`config.mk`:
```
export PLATFORM = sky130hd
export DESIGN_NAME = power_rail_monitor_fault_flags_top
export DESIGN_NICKNAME = d
export VERILOG_FILES = /design/src/prm_pkg.sv /design/src/power_rail_monitor_fault_flags_top.sv /design/src/prm_cfg.sv
export SDC_FILE = /design/constraint.sdc
export NUM_CORES = 1
export LEC_CHECK = 0
export BUFFER_PORTS_ARGS = -buffer_cell sky130_fd_sc_hd__buf_2
export CAP_MARGIN = 10
export CELL_PAD_IN_SITES_DETAIL_PLACEMENT = 1
export CELL_PAD_IN_SITES_GLOBAL_PLACEMENT = 2
export CORE_MARGIN = 1.5
export CORE_UTILIZATION = 41
export DETAILED_ROUTE_END_ITERATION = 8
export HOLD_SLACK_MARGIN = 0.05
export PLACE_DENSITY = 0.91
export SYNTH_ARGS = -nofsm -noshare
export SYNTH_HDL_FRONTEND = slang
export SYNTH_SLANG_ARGS = --single-unit
```
`constraint.sdc`:
```
create_clock -name clk -period 6.75 [get_ports clk]
set_clock_uncertainty 0.1 [all_clocks]
set_input_delay 0.3375 -clock clk [delete_from_list [all_inputs] [get_ports clk]]
set_output_delay 0.3375 -clock clk [all_outputs]
set_load 0.01 [all_outputs]
```
`src/prm_pkg.sv`:
```
`timescale 1ns / 1ps
// ----------------------------------------------------------------------------
// prm_pkg
// Shared constants, register codes and types of the power rail monitor.
// ----------------------------------------------------------------------------
package prm_pkg;

  // Default sizes
  localparam int unsigned SAMPLE_BITS_DEF   = 12;
  localparam int unsigned CONTACT_COUNT_DEF = 11;

  // Fixed result widths
  localparam int unsigned MV_W    = 16;
  localparam int unsigned MA_W    = 11;
  localparam int unsigned PCT_W   = 7;
  localparam int unsigned BMA_W   = 14;
  localparam int unsigned CHG_W   = 17;
  localparam int unsigned FAULT_W = 6;
  localparam int unsigned LIMIT_W = 16;

  // Scaling
  localparam int unsigned MV_FULL_SCALE      = 36300;
  localparam int unsigned MA_FULL_SCALE      = 1650;
  localparam int unsigned SOC_LOW_MV         = 18000;
  localparam int unsigned SOC_HIGH_MV        = 25200;
  localparam int unsigned SOC_SPAN_W         = 13;   // (high - low) mV fits 13 bits
  localparam int unsigned SOC_PRE_SHIFT      = 3;    // 72 = 8 * 9
  localparam int unsigned SOC_NINTH_RECIP    = 7282; // ceil(2^16 / 9)
  localparam int unsigned SOC_NINTH_SHIFT    = 16;
  localparam int unsigned SOC_FULL_PCT       = 100;
  localparam int unsigned CHARGE_MIN_DIFF_MV = 500;

  // Fault word bits
  localparam int unsigned FAULT_COLLISION = 0;
  localparam int unsigned FAULT_UPLIFT    = 1;
  localparam int unsigned FAULT_LEFT_OC   = 2;
  localparam int unsigned FAULT_RIGHT_OC  = 3;
  localparam int unsigned FAULT_BLADE_OC  = 4;
  localparam int unsigned FAULT_IMU       = 5;

  // Contact groups
  localparam int unsigned COLL_LO   = 0;
  localparam int unsigned COLL_HI   = 3;
  localparam int unsigned UPLIFT_LO = 4;
  localparam int unsigned UPLIFT_HI = 5;

  // Register reset values
  localparam logic [LIMIT_W-1:0] LEFT_LIMIT_RST  = 16'd5000;
  localparam logic [LIMIT_W-1:0] RIGHT_LIMIT_RST = 16'd5000;
  localparam logic [LIMIT_W-1:0] BLADE_LIMIT_RST = 16'd8000;

  localparam int unsigned CFG_IDX_W = 2;

  typedef enum logic [CFG_IDX_W-1:0] {
    REG_LEFT_LIMIT  = 2'd0,
    REG_RIGHT_LIMIT = 2'd1,
    REG_BLADE_LIMIT = 2'd2,
    REG_IMU_PRESENT = 2'd3
  } cfg_reg_t;

  typedef struct packed {
    logic [LIMIT_W-1:0] left_limit_ma;
    logic [LIMIT_W-1:0] right_limit_ma;
    logic [LIMIT_W-1:0] blade_limit_ma;
    logic               imu_present;
  } cfg_t;

endpackage

```
`src/power_rail_monitor_fault_flags_top.sv`:
```
`timescale 1ns / 1ps
// ----------------------------------------------------------------------------
// power_rail_monitor_fault_flags_top
// Scales one converter frame to mV / mA, estimates charge state and charge
// current, and packs contact and overcurrent faults into a fault word.
// ----------------------------------------------------------------------------
//
//  channel   handshake            moves
//  -------   ------------------   ---------------------------------------
//  input     start / busy         one frame word: five samples, pin levels
//  result    out_valid (strobe)   one result word, valid for one cycle
//  config    cfg_valid/cfg_ready  register index + 16-bit data
//
//  Cycles: one frame word per clock; busy stays low. A result word passes
//  two registers after its frame is taken: the first register holds the
//  constant products, the second the finished result.
//  Reset: synchronous, active low; clears the pipeline valids and loads the
//  limit registers with 5000 / 5000 / 8000 mA and IMU absent.
//  Stalls: none. The receiver must take out_valid words as they come.
//
module power_rail_monitor_fault_flags_top
  import prm_pkg::*;
#(
  parameter int unsigned SAMPLE_BITS   = SAMPLE_BITS_DEF,
  parameter int unsigned CONTACT_COUNT = CONTACT_COUNT_DEF
) (
  input  logic                     clk,
  input  logic                     rst_n,

  // frame input
  input  logic                     start,
  output logic                     busy,
  input  logic [SAMPLE_BITS-1:0]   in_battery_raw,
  input  logic [SAMPLE_BITS-1:0]   in_left_raw,
  input  logic [SAMPLE_BITS-1:0]   in_right_raw,
  input  logic [SAMPLE_BITS-1:0]   in_blade_raw,
  input  logic [SAMPLE_BITS-1:0]   in_adapter_raw,
  input  logic [CONTACT_COUNT-1:0] in_contact_pins,

  // result output
  output logic                     out_valid,
  output logic [MV_W-1:0]          out_battery_mv,
  output logic [MV_W-1:0]          out_adp_mv,
  output logic [PCT_W-1:0]         out_charge_pct,
  output logic [MA_W-1:0]          out_left_ma,
  output logic [MA_W-1:0]          out_rgt_ma,
  output logic [MA_W-1:0]          out_bld_ma,
  output logic signed [BMA_W-1:0]  out_battery_ma,
  output logic [CHG_W-1:0]         out_charge_ma,
  output logic [CONTACT_COUNT-1:0] out_triggered_mask,
  output logic [FAULT_W-1:0]       out_fault_word,

  // configuration
  input  logic                     cfg_valid,
  output logic                     cfg_ready,
  input  logic [CFG_IDX_W-1:0]     cfg_index,
  input  logic [LIMIT_W-1:0]       cfg_data
);

  // Exact mV * 2^SAMPLE_BITS needs 16 bits above the sample bits
  localparam int unsigned NUM_W = SAMPLE_BITS + MV_W;
  localparam int unsigned MAP_W = SAMPLE_BITS + MA_W;
  localparam logic [NUM_W-1:0] SOC_LOW_NUM  = NUM_W'(SOC_LOW_MV) << SAMPLE_BITS;
  localparam logic [NUM_W-1:0] SOC_HIGH_NUM = NUM_W'(SOC_HIGH_MV) << SAMPLE_BITS;
  localparam int unsigned Q_W   = SOC_SPAN_W - SOC_PRE_SHIFT;
  localparam int unsigned QP_W  = Q_W + SOC_SPAN_W + 1;
  localparam int unsigned SUM_W = MA_W + 2;

  cfg_t cfg_regs;

  prm_cfg u_cfg (
    .clk       (clk),
    .rst_n     (rst_n),
    .cfg_valid (cfg_valid),
    .cfg_ready (cfg_ready),
    .cfg_index (cfg_index),
    .cfg_data  (cfg_data),
    .cfg_regs  (cfg_regs)
  );

  // Busy is never raised: a frame is taken whenever start is high
  assign busy = 1'b0;
  logic accept;
  assign accept = start && !busy;

  // --------------------------------------------------------------------------
  // Stage 1: constant products. Battery keeps the full product, since the
  // charge state needs the untruncated value; the rest keep the integer part.
  // --------------------------------------------------------------------------
  logic [NUM_W-1:0] bat_num_nxt, adp_num_nxt;
  logic [MAP_W-1:0] l_prod_nxt, r_prod_nxt, b_prod_nxt;

  assign bat_num_nxt = NUM_W'(in_battery_raw) * NUM_W'(MV_FULL_SCALE);
  assign adp_num_nxt = NUM_W'(in_adapter_raw) * NUM_W'(MV_FULL_SCALE);
  assign l_prod_nxt  = MAP_W'(in_left_raw)  * MAP_W'(MA_FULL_SCALE);
  assign r_prod_nxt  = MAP_W'(in_right_raw) * MAP_W'(MA_FULL_SCALE);
  assign b_prod_nxt  = MAP_W'(in_blade_raw) * MAP_W'(MA_FULL_SCALE);

  logic                     s1_valid_r;
  logic [NUM_W-1:0]         s1_bat_num_r;
  logic [MV_W-1:0]          s1_adp_mv_r;
  logic [MA_W-1:0]          s1_l_ma_r, s1_r_ma_r, s1_b_ma_r;
  logic [CONTACT_COUNT-1:0] s1_trig_r;

  always_ff @(posedge clk) begin
    if (!rst_n) begin
      s1_valid_r <= 1'b0;
    end else begin
      s1_valid_r <= accept;
    end
  end

  always_ff @(posedge clk) begin
    if (accept) begin
      s1_bat_num_r <= bat_num_nxt;
      s1_adp_mv_r  <= adp_num_nxt[NUM_W-1:SAMPLE_BITS];
      s1_l_ma_r    <= l_prod_nxt[MAP_W-1:SAMPLE_BITS];
      s1_r_ma_r    <= r_prod_nxt[MAP_W-1:SAMPLE_BITS];
      s1_b_ma_r    <= b_prod_nxt[MAP_W-1:SAMPLE_BITS];
      s1_trig_r    <= ~in_contact_pins;
    end
  end

  // --------------------------------------------------------------------------
  // Stage 2: charge state, currents, faults
  // --------------------------------------------------------------------------
  logic [MV_W-1:0]       bat_mv;
  logic [NUM_W-1:0]      soc_diff;
  logic [SOC_SPAN_W-1:0] soc_mv;      // mV above the low threshold
  logic [Q_W-1:0]        soc_oct;     // that, over 8
  logic [QP_W-1:0]       soc_prod;    // over 9 by reciprocal
  logic [PCT_W-1:0]      pct_nxt;

  assign bat_mv   = s1_bat_num_r[NUM_W-1:SAMPLE_BITS];
  assign soc_diff = s1_bat_num_r - SOC_LOW_NUM;
  assign soc_mv   = soc_diff[SAMPLE_BITS +: SOC_SPAN_W];
  assign soc_oct  = soc_mv[SOC_SPAN_W-1:SOC_PRE_SHIFT];
  assign soc_prod = QP_W'(soc_oct) * QP_W'(SOC_NINTH_RECIP);

  always_comb begin
    if (s1_bat_num_r >= SOC_HIGH_NUM) begin
      pct_nxt = PCT_W'(SOC_FULL_PCT);
    end else if (s1_bat_num_r <= SOC_LOW_NUM) begin
      pct_nxt = '0;
    end else begin
      pct_nxt = soc_prod[SOC_NINTH_SHIFT +: PCT_W];
    end
  end

  // Battery current is the negated motor sum, 14-bit two's complement
  logic [SUM_W-1:0] ma_sum;
  logic [BMA_W-1:0] bat_ma_nxt;
  assign ma_sum     = SUM_W'(s1_l_ma_r) + SUM_W'(s1_r_ma_r) + SUM_W'(s1_b_ma_r);
  assign bat_ma_nxt = BMA_W'(0) - BMA_W'(ma_sum);

  // Charging only when the adapter leads the battery by more than 500 mV
  logic [MV_W:0]    chg_thresh, chg_diff;
  logic [CHG_W-1:0] chg_ma_nxt;
  assign chg_thresh = {1'b0, bat_mv} + (MV_W + 1)'(CHARGE_MIN_DIFF_MV);
  assign chg_diff   = {1'b0, s1_adp_mv_r} - {1'b0, bat_mv};
  assign chg_ma_nxt = ({1'b0, s1_adp_mv_r} > chg_thresh) ? CHG_W'({chg_diff, 1'b0}) : '0;

  logic [FAULT_W-1:0] fault_nxt;
  always_comb begin
    fault_nxt                  = '0;
    fault_nxt[FAULT_COLLISION] = |s1_trig_r[COLL_HI:COLL_LO];
    fault_nxt[FAULT_UPLIFT]    = |s1_trig_r[UPLIFT_HI:UPLIFT_LO];
    fault_nxt[FAULT_LEFT_OC]   = LIMIT_W'(s1_l_ma_r) > cfg_regs.left_limit_ma;
    fault_nxt[FAULT_RIGHT_OC]  = LIMIT_W'(s1_r_ma_r) > cfg_regs.right_limit_ma;
    fault_nxt[FAULT_BLADE_OC]  = LIMIT_W'(s1_b_ma_r) > cfg_regs.blade_limit_ma;
    fault_nxt[FAULT_IMU]       = !cfg_regs.imu_present;
  end

  // Result register
  logic                     out_valid_r;
  logic [MV_W-1:0]          bat_mv_r, adp_mv_r;
  logic [PCT_W-1:0]         pct_r;
  logic [MA_W-1:0]          l_ma_r, r_ma_r, b_ma_r;
  logic [BMA_W-1:0]         bat_ma_r;
  logic [CHG_W-1:0]         chg_ma_r;
  logic [CONTACT_COUNT-1:0] trig_r;
  logic [FAULT_W-1:0]       fault_r;

  always_ff @(posedge clk) begin
    if (!rst_n) begin
      out_valid_r <= 1'b0;
    end else begin
      out_valid_r <= s1_valid_r;
    end
  end

  always_ff @(posedge clk) begin
    if (s1_valid_r) begin
      bat_mv_r <= bat_mv;
      adp_mv_r <= s1_adp_mv_r;
      pct_r    <= pct_nxt;
      l_ma_r   <= s1_l_ma_r;
      r_ma_r   <= s1_r_ma_r;
      b_ma_r   <= s1_b_ma_r;
      bat_ma_r <= bat_ma_nxt;
      chg_ma_r <= chg_ma_nxt;
      trig_r   <= s1_trig_r;
      fault_r  <= fault_nxt;
    end
  end

  assign out_valid          = out_valid_r;
  assign out_battery_mv     = bat_mv_r;
  assign out_adp_mv         = adp_mv_r;
  assign out_charge_pct     = pct_r;
  assign out_left_ma        = l_ma_r;
  assign out_rgt_ma         = r_ma_r;
  assign out_bld_ma         = b_ma_r;
  assign out_battery_ma     = $signed(bat_ma_r);
  assign out_charge_ma      = chg_ma_r;
  assign out_triggered_mask = trig_r;
  assign out_fault_word     = fault_r;

  // --------------------------------------------------------------------------
  // Assertions
  // --------------------------------------------------------------------------

  // every frame taken yields a result word once it has passed both registers
  a_latency: assert property (@(posedge clk) disable iff (!rst_n)
    accept |-> ##2 out_valid)
    else $error("result word missing two clocks after frame");

  a_no_spurious: assert property (@(posedge clk) disable iff (!rst_n)
    out_valid |-> $past(accept, 2))
    else $error("result word without a frame");

  a_pct_range: assert property (@(posedge clk) disable iff (!rst_n)
    out_valid |-> (out_charge_pct <= PCT_W'(SOC_FULL_PCT)))
    else $error("charge percent above full");

  a_charge_gate: assert property (@(posedge clk) disable iff (!rst_n)
    (out_valid && (out_charge_ma != '0)) |->
      ((MV_W + 1)'(out_adp_mv) >
       (MV_W + 1)'(out_battery_mv) + (MV_W + 1)'(CHARGE_MIN_DIFF_MV)))
    else $error("charge current without adapter lead");

  a_collision: assert property (@(posedge clk) disable iff (!rst_n)
    out_valid |->
      (out_fault_word[FAULT_COLLISION] == (|out_triggered_mask[COLL_HI:COLL_LO])))
    else $error("collision fault disagrees with triggered mask");

endmodule

```
`src/prm_cfg.sv`:
```
`timescale 1ns / 1ps
// ----------------------------------------------------------------------------
// prm_cfg
// Limit and presence registers, written through the config channel.
// ----------------------------------------------------------------------------
module prm_cfg
  import prm_pkg::*;
(
  input  logic                 clk,
  input  logic                 rst_n,
  input  logic                 cfg_valid,
  output logic                 cfg_ready,
  input  logic [CFG_IDX_W-1:0] cfg_index,
  input  logic [LIMIT_W-1:0]   cfg_data,
  output cfg_t                 cfg_regs
);

  cfg_t regs_r;
  cfg_t regs_nxt;

  assign cfg_ready = 1'b1;

  always_comb begin
    regs_nxt = regs_r;
    if (cfg_valid) begin
      case (cfg_reg_t'(cfg_index))
        REG_LEFT_LIMIT:  regs_nxt.left_limit_ma  = cfg_data;
        REG_RIGHT_LIMIT: regs_nxt.right_limit_ma = cfg_data;
        REG_BLADE_LIMIT: regs_nxt.blade_limit_ma = cfg_data;
        REG_IMU_PRESENT: regs_nxt.imu_present    = cfg_data[0];
        default:         regs_nxt = regs_r;
      endcase
    end
  end

  always_ff @(posedge clk) begin
    if (!rst_n) begin
      regs_r.left_limit_ma  <= LEFT_LIMIT_RST;
      regs_r.right_limit_ma <= RIGHT_LIMIT_RST;
      regs_r.blade_limit_ma <= BLADE_LIMIT_RST;
      regs_r.imu_present    <= 1'b0;
    end else begin
      regs_r <= regs_nxt;
    end
  end

  assign cfg_regs = regs_r;

endmodule
```
==> run_results.csv <==
group,metric,value,unit
clock_tree,tritoncts,"done",
setup_path,worstPathArrival,6.60,ns
detailed_routing,drtIter0Drc,583,
global_route,antenna_found_initial,3,
layout,final_layout_size_suffix_gt1_frac,0.115,
synthesis,yosysWarnings,0,
detailed_routing,vias,17500,
timing,fin_crit_sh,0.948,
min_path,hp-class,"in2reg",
timing,fmax,156,MHz
floorplan,row_count,90,
global_route,grt_usage,0.208,
synthesis,synth_area,25200,um^2
clock_tree,cts_buffers,31,
floorplan,core_area,60500,um^2
floorplan,dieArea,62900,um^2
placement,place_area,27200,um^2
detailed_routing,drt_wl_total,63800,um
timing,setup_slack,0.354,ns
timing,min_period,6.40,ns
clock_tree,clock_path_buffers,3,
status,outcome,"finished, final reports clean",
clock_tree,clk_pin_slew,0.06,ns
floorplan,chipHeight,251,um
layout,finalNonFillerCells,3409,
layout,num_antenna_cells,0,
clock_tree,insertion_delay,0.59,ns
placement,dp.cells,3318,
job,maxCapViolCount,0,
synthesis,async_flop_share,0,
layout,areaGrowthSynthToFinish,13.4,%
global_route,grt_max_degree,82,
global_route,grt_pass1_vias,19800,
detailed_routing,viasPerCell,5.13,
min_path,worstHoldPathCells,4,
setup_path,rr_worst_depth,22,
detailed_routing,wl_per_cell,18.7,um
clock_tree,clock_sinks,256,
synthesis,seq_area_frac_synth,0.285,
timing,final_max_slew_viol_count,0,
synthesis,synth_cells,2340,
setup_path,cp.required,6.96,ns
setup_path,cp-start-kind,"register",
detailed_routing,drc,0,
placement,pre_cts_slack,0.161,ns
synthesis,synth_edf_count,205,
synthesis,syn_avg_cell_area,10.8,um^2
layout,fin_util,0.472,
synthesis,synth_seq_cells,256,
setup_path,crit_fanout,7,
placement,place_congestion,0.906,
detailed_routing,firstDrtPassIters,5,
floorplan,die_w,251,um
floorplan,start_util,0.416,
timing,hold_viol,0,
global_route,grt_pass1_wl,104000,um
floorplan,pin_count,216,
clock_tree,htree_levels,1,
timing,finalSetupViolCount,0,
global_route,grt.overflow.total,0,
clock_tree,cts_root_buf,"clkbuf_16",
placement,dp_hpwl,53600,um
timing,worst_pin_slew,1.19,ns
synthesis,ys.flop_type,"edfxtp_1",
layout,final_nets,3447,
layout,design_area,28600,um^2
timing,relSlewSlack,0.205,
synthesis,synth_cell_types,75,
detailed_routing,ant_nets,0,
setup_path,crit_type,"reg2reg",
setup_path,crit_path_end_kind,"register",
placement,portBuffers,212,
final cells by class:
cell class | count | area [um^2]
inverter | 509 | 1910
tap | 782 | 978
clock buffer | 39 | 806
timing repair buffer | 251 | 1440
multi-input combinational | 1553 | 16000
fill | 6711 | 31900
clock inverter | 19 | 216
sequential | 256 | 7180
what timing repair did:
action / in CTS / in global routing
resized for setup: 0 / 5
setup buffers: 0 / 0
endpoints found under the setup margin: 0 / 2
endpoints found under the hold margin: 67 / 0
hold buffers: 31 / 0
synth_stat cells (35+ instances only):
| library cell | n | area share |
|---|---|---|
| xnor2_1 | 75 | 0.026 |
| nor2_1 | 82 | 0.012 |
| a21boi_0 | 39 | 0.012 |
| a21oi_1 | 73 | 0.015 |
| inv_1 | 509 | 0.076 |
| nand2_1 | 125 | 0.019 |
| o21ai_0 | 47 | 0.0093 |
| fa_1 | 225 | 0.18 |
| ha_1 | 527 | 0.26 |
| nor3_1 | 35 | 0.0070 |
| dfxtp_1 | 51 | 0.041 |
| nand3_1 | 35 | 0.0070 |
| edfxtp_1 | 205 | 0.24 |
registers in the layout, indices dropped and copies added (netlist names), 14 cells and up:
register	cells
out_battery_ma	14
s1_adp_mv_r	16
out_adp_mv	16
out_charge_ma	16
out_battery_mv	16
u_cfg.cfg_regs	49
s1_bat_num_r	26
stage by stage:
| stage | TNS [ns] | hold slack, ns |
|---|---|---|
| global placement | 0 | 0.302 |
| finish | 0 | 0.0860 |
| detailed placement | 0 | 0.309 |
| CTS | 0 | 0.0683 |
| global route | -0.0236 | 0.0961 |
| floorplan | 0 | 0.300 |
worst paths after layout:
path | slack (ns) | startpoint | endpoint
worst max-delay path | 0.35 | s1_bat_num_r[17] | out_charge_pct[6]
worst min-delay path | 0.09 | cfg_index[0] | u_cfg.cfg_regs[47]
worst max register to register | 0.35 | s1_bat_num_r[17] | out_charge_pct[6]
worst min register to register | 0.32 | s1_trig_r[8] | out_triggered_mask[8]
critical path: stages (launching register included):
cell and delay [ns]:
edfxtp_1 0.40, inv_1 0.23, ha_1 0.26, nor2_1 0.08, or3_1 0.37, a31oi_2 0.28
xnor2_2 0.22, inv_1 0.12, fa_1 0.43, inv_1 0.11, fa_1 0.45, fa_1 0.50
fa_1 0.49, ha_1 0.31, ha_1 0.33, a21o_1 0.17, a211oi_1 0.22, o22ai_1 0.14
a21oi_1 0.19, o211ai_1 0.20, o31ai_2 0.27, xnor2_1 0.17, o21ai_1 0.08
placed cells by master (no fill, tap or decap), types with 6 or more instances in the layout:
| cell type | count |
|---|---|
| a31oi_1 | 7 |
| clkbuf_16 | 31 |
| clkinv_2 | 6 |
| o21a_1 | 30 |
| nand2_1 | 125 |
| a21oi_1 | 73 |
| nand2b_1 | 10 |
| and3_1 | 12 |
| a21o_1 | 18 |
| ha_1 | 527 |
| xnor2_1 | 72 |
| or2_2 | 6 |
| o21ai_0 | 47 |
| a21boi_0 | 39 |
| a211oi_1 | 8 |
| nand4_1 | 18 |
| edfxtp_1 | 205 |
| buf_2 | 211 |
| buf_4 | 8 |
| fa_1 | 225 |
| o21bai_1 | 7 |
| dlygate4sd3_1 | 31 |
| nor4_1 | 10 |
| clkbuf_1 | 8 |
| nor3_1 | 35 |
| or3_1 | 11 |
| nand3_1 | 35 |
| inv_1 | 509 |
| o211ai_1 | 19 |
| o21ai_1 | 7 |
| nor2b_1 | 18 |
| xor2_1 | 30 |
| nor2_1 | 82 |
| dfxtp_1 | 50 |
cell families (layout without fill, tap and decap cells):
group                      Yosys count  after routing  synth area share
adders and majority gates          752            752             0.441
buffers and inverters              532            818            0.0801
and+or+nand+nor                    385            385            0.0731
AOI/OAI and AO/OA                  304            304            0.0825
DFF                                256            256             0.285
xor gates and xnor gates           105            105            0.0365
muxes                                4              4           0.00164
other                                2              3          0.000298
routing by layer:
layer | global-route usage | up-vias | part of all wire
met5 | 0 | - | 0
met4 | 0.0461 | 0 | 0.023
met2 | 0.407 | 242 | 0.54
met3 | 0.0232 | 72 | 0.028
li1 | - | 8375 | -
met1 | 0.241 | 8815 | 0.41
Power is left out: the tool's default activity adds up to more than one toggle a clock period on the data nets, which glitch-free logic cannot reach.
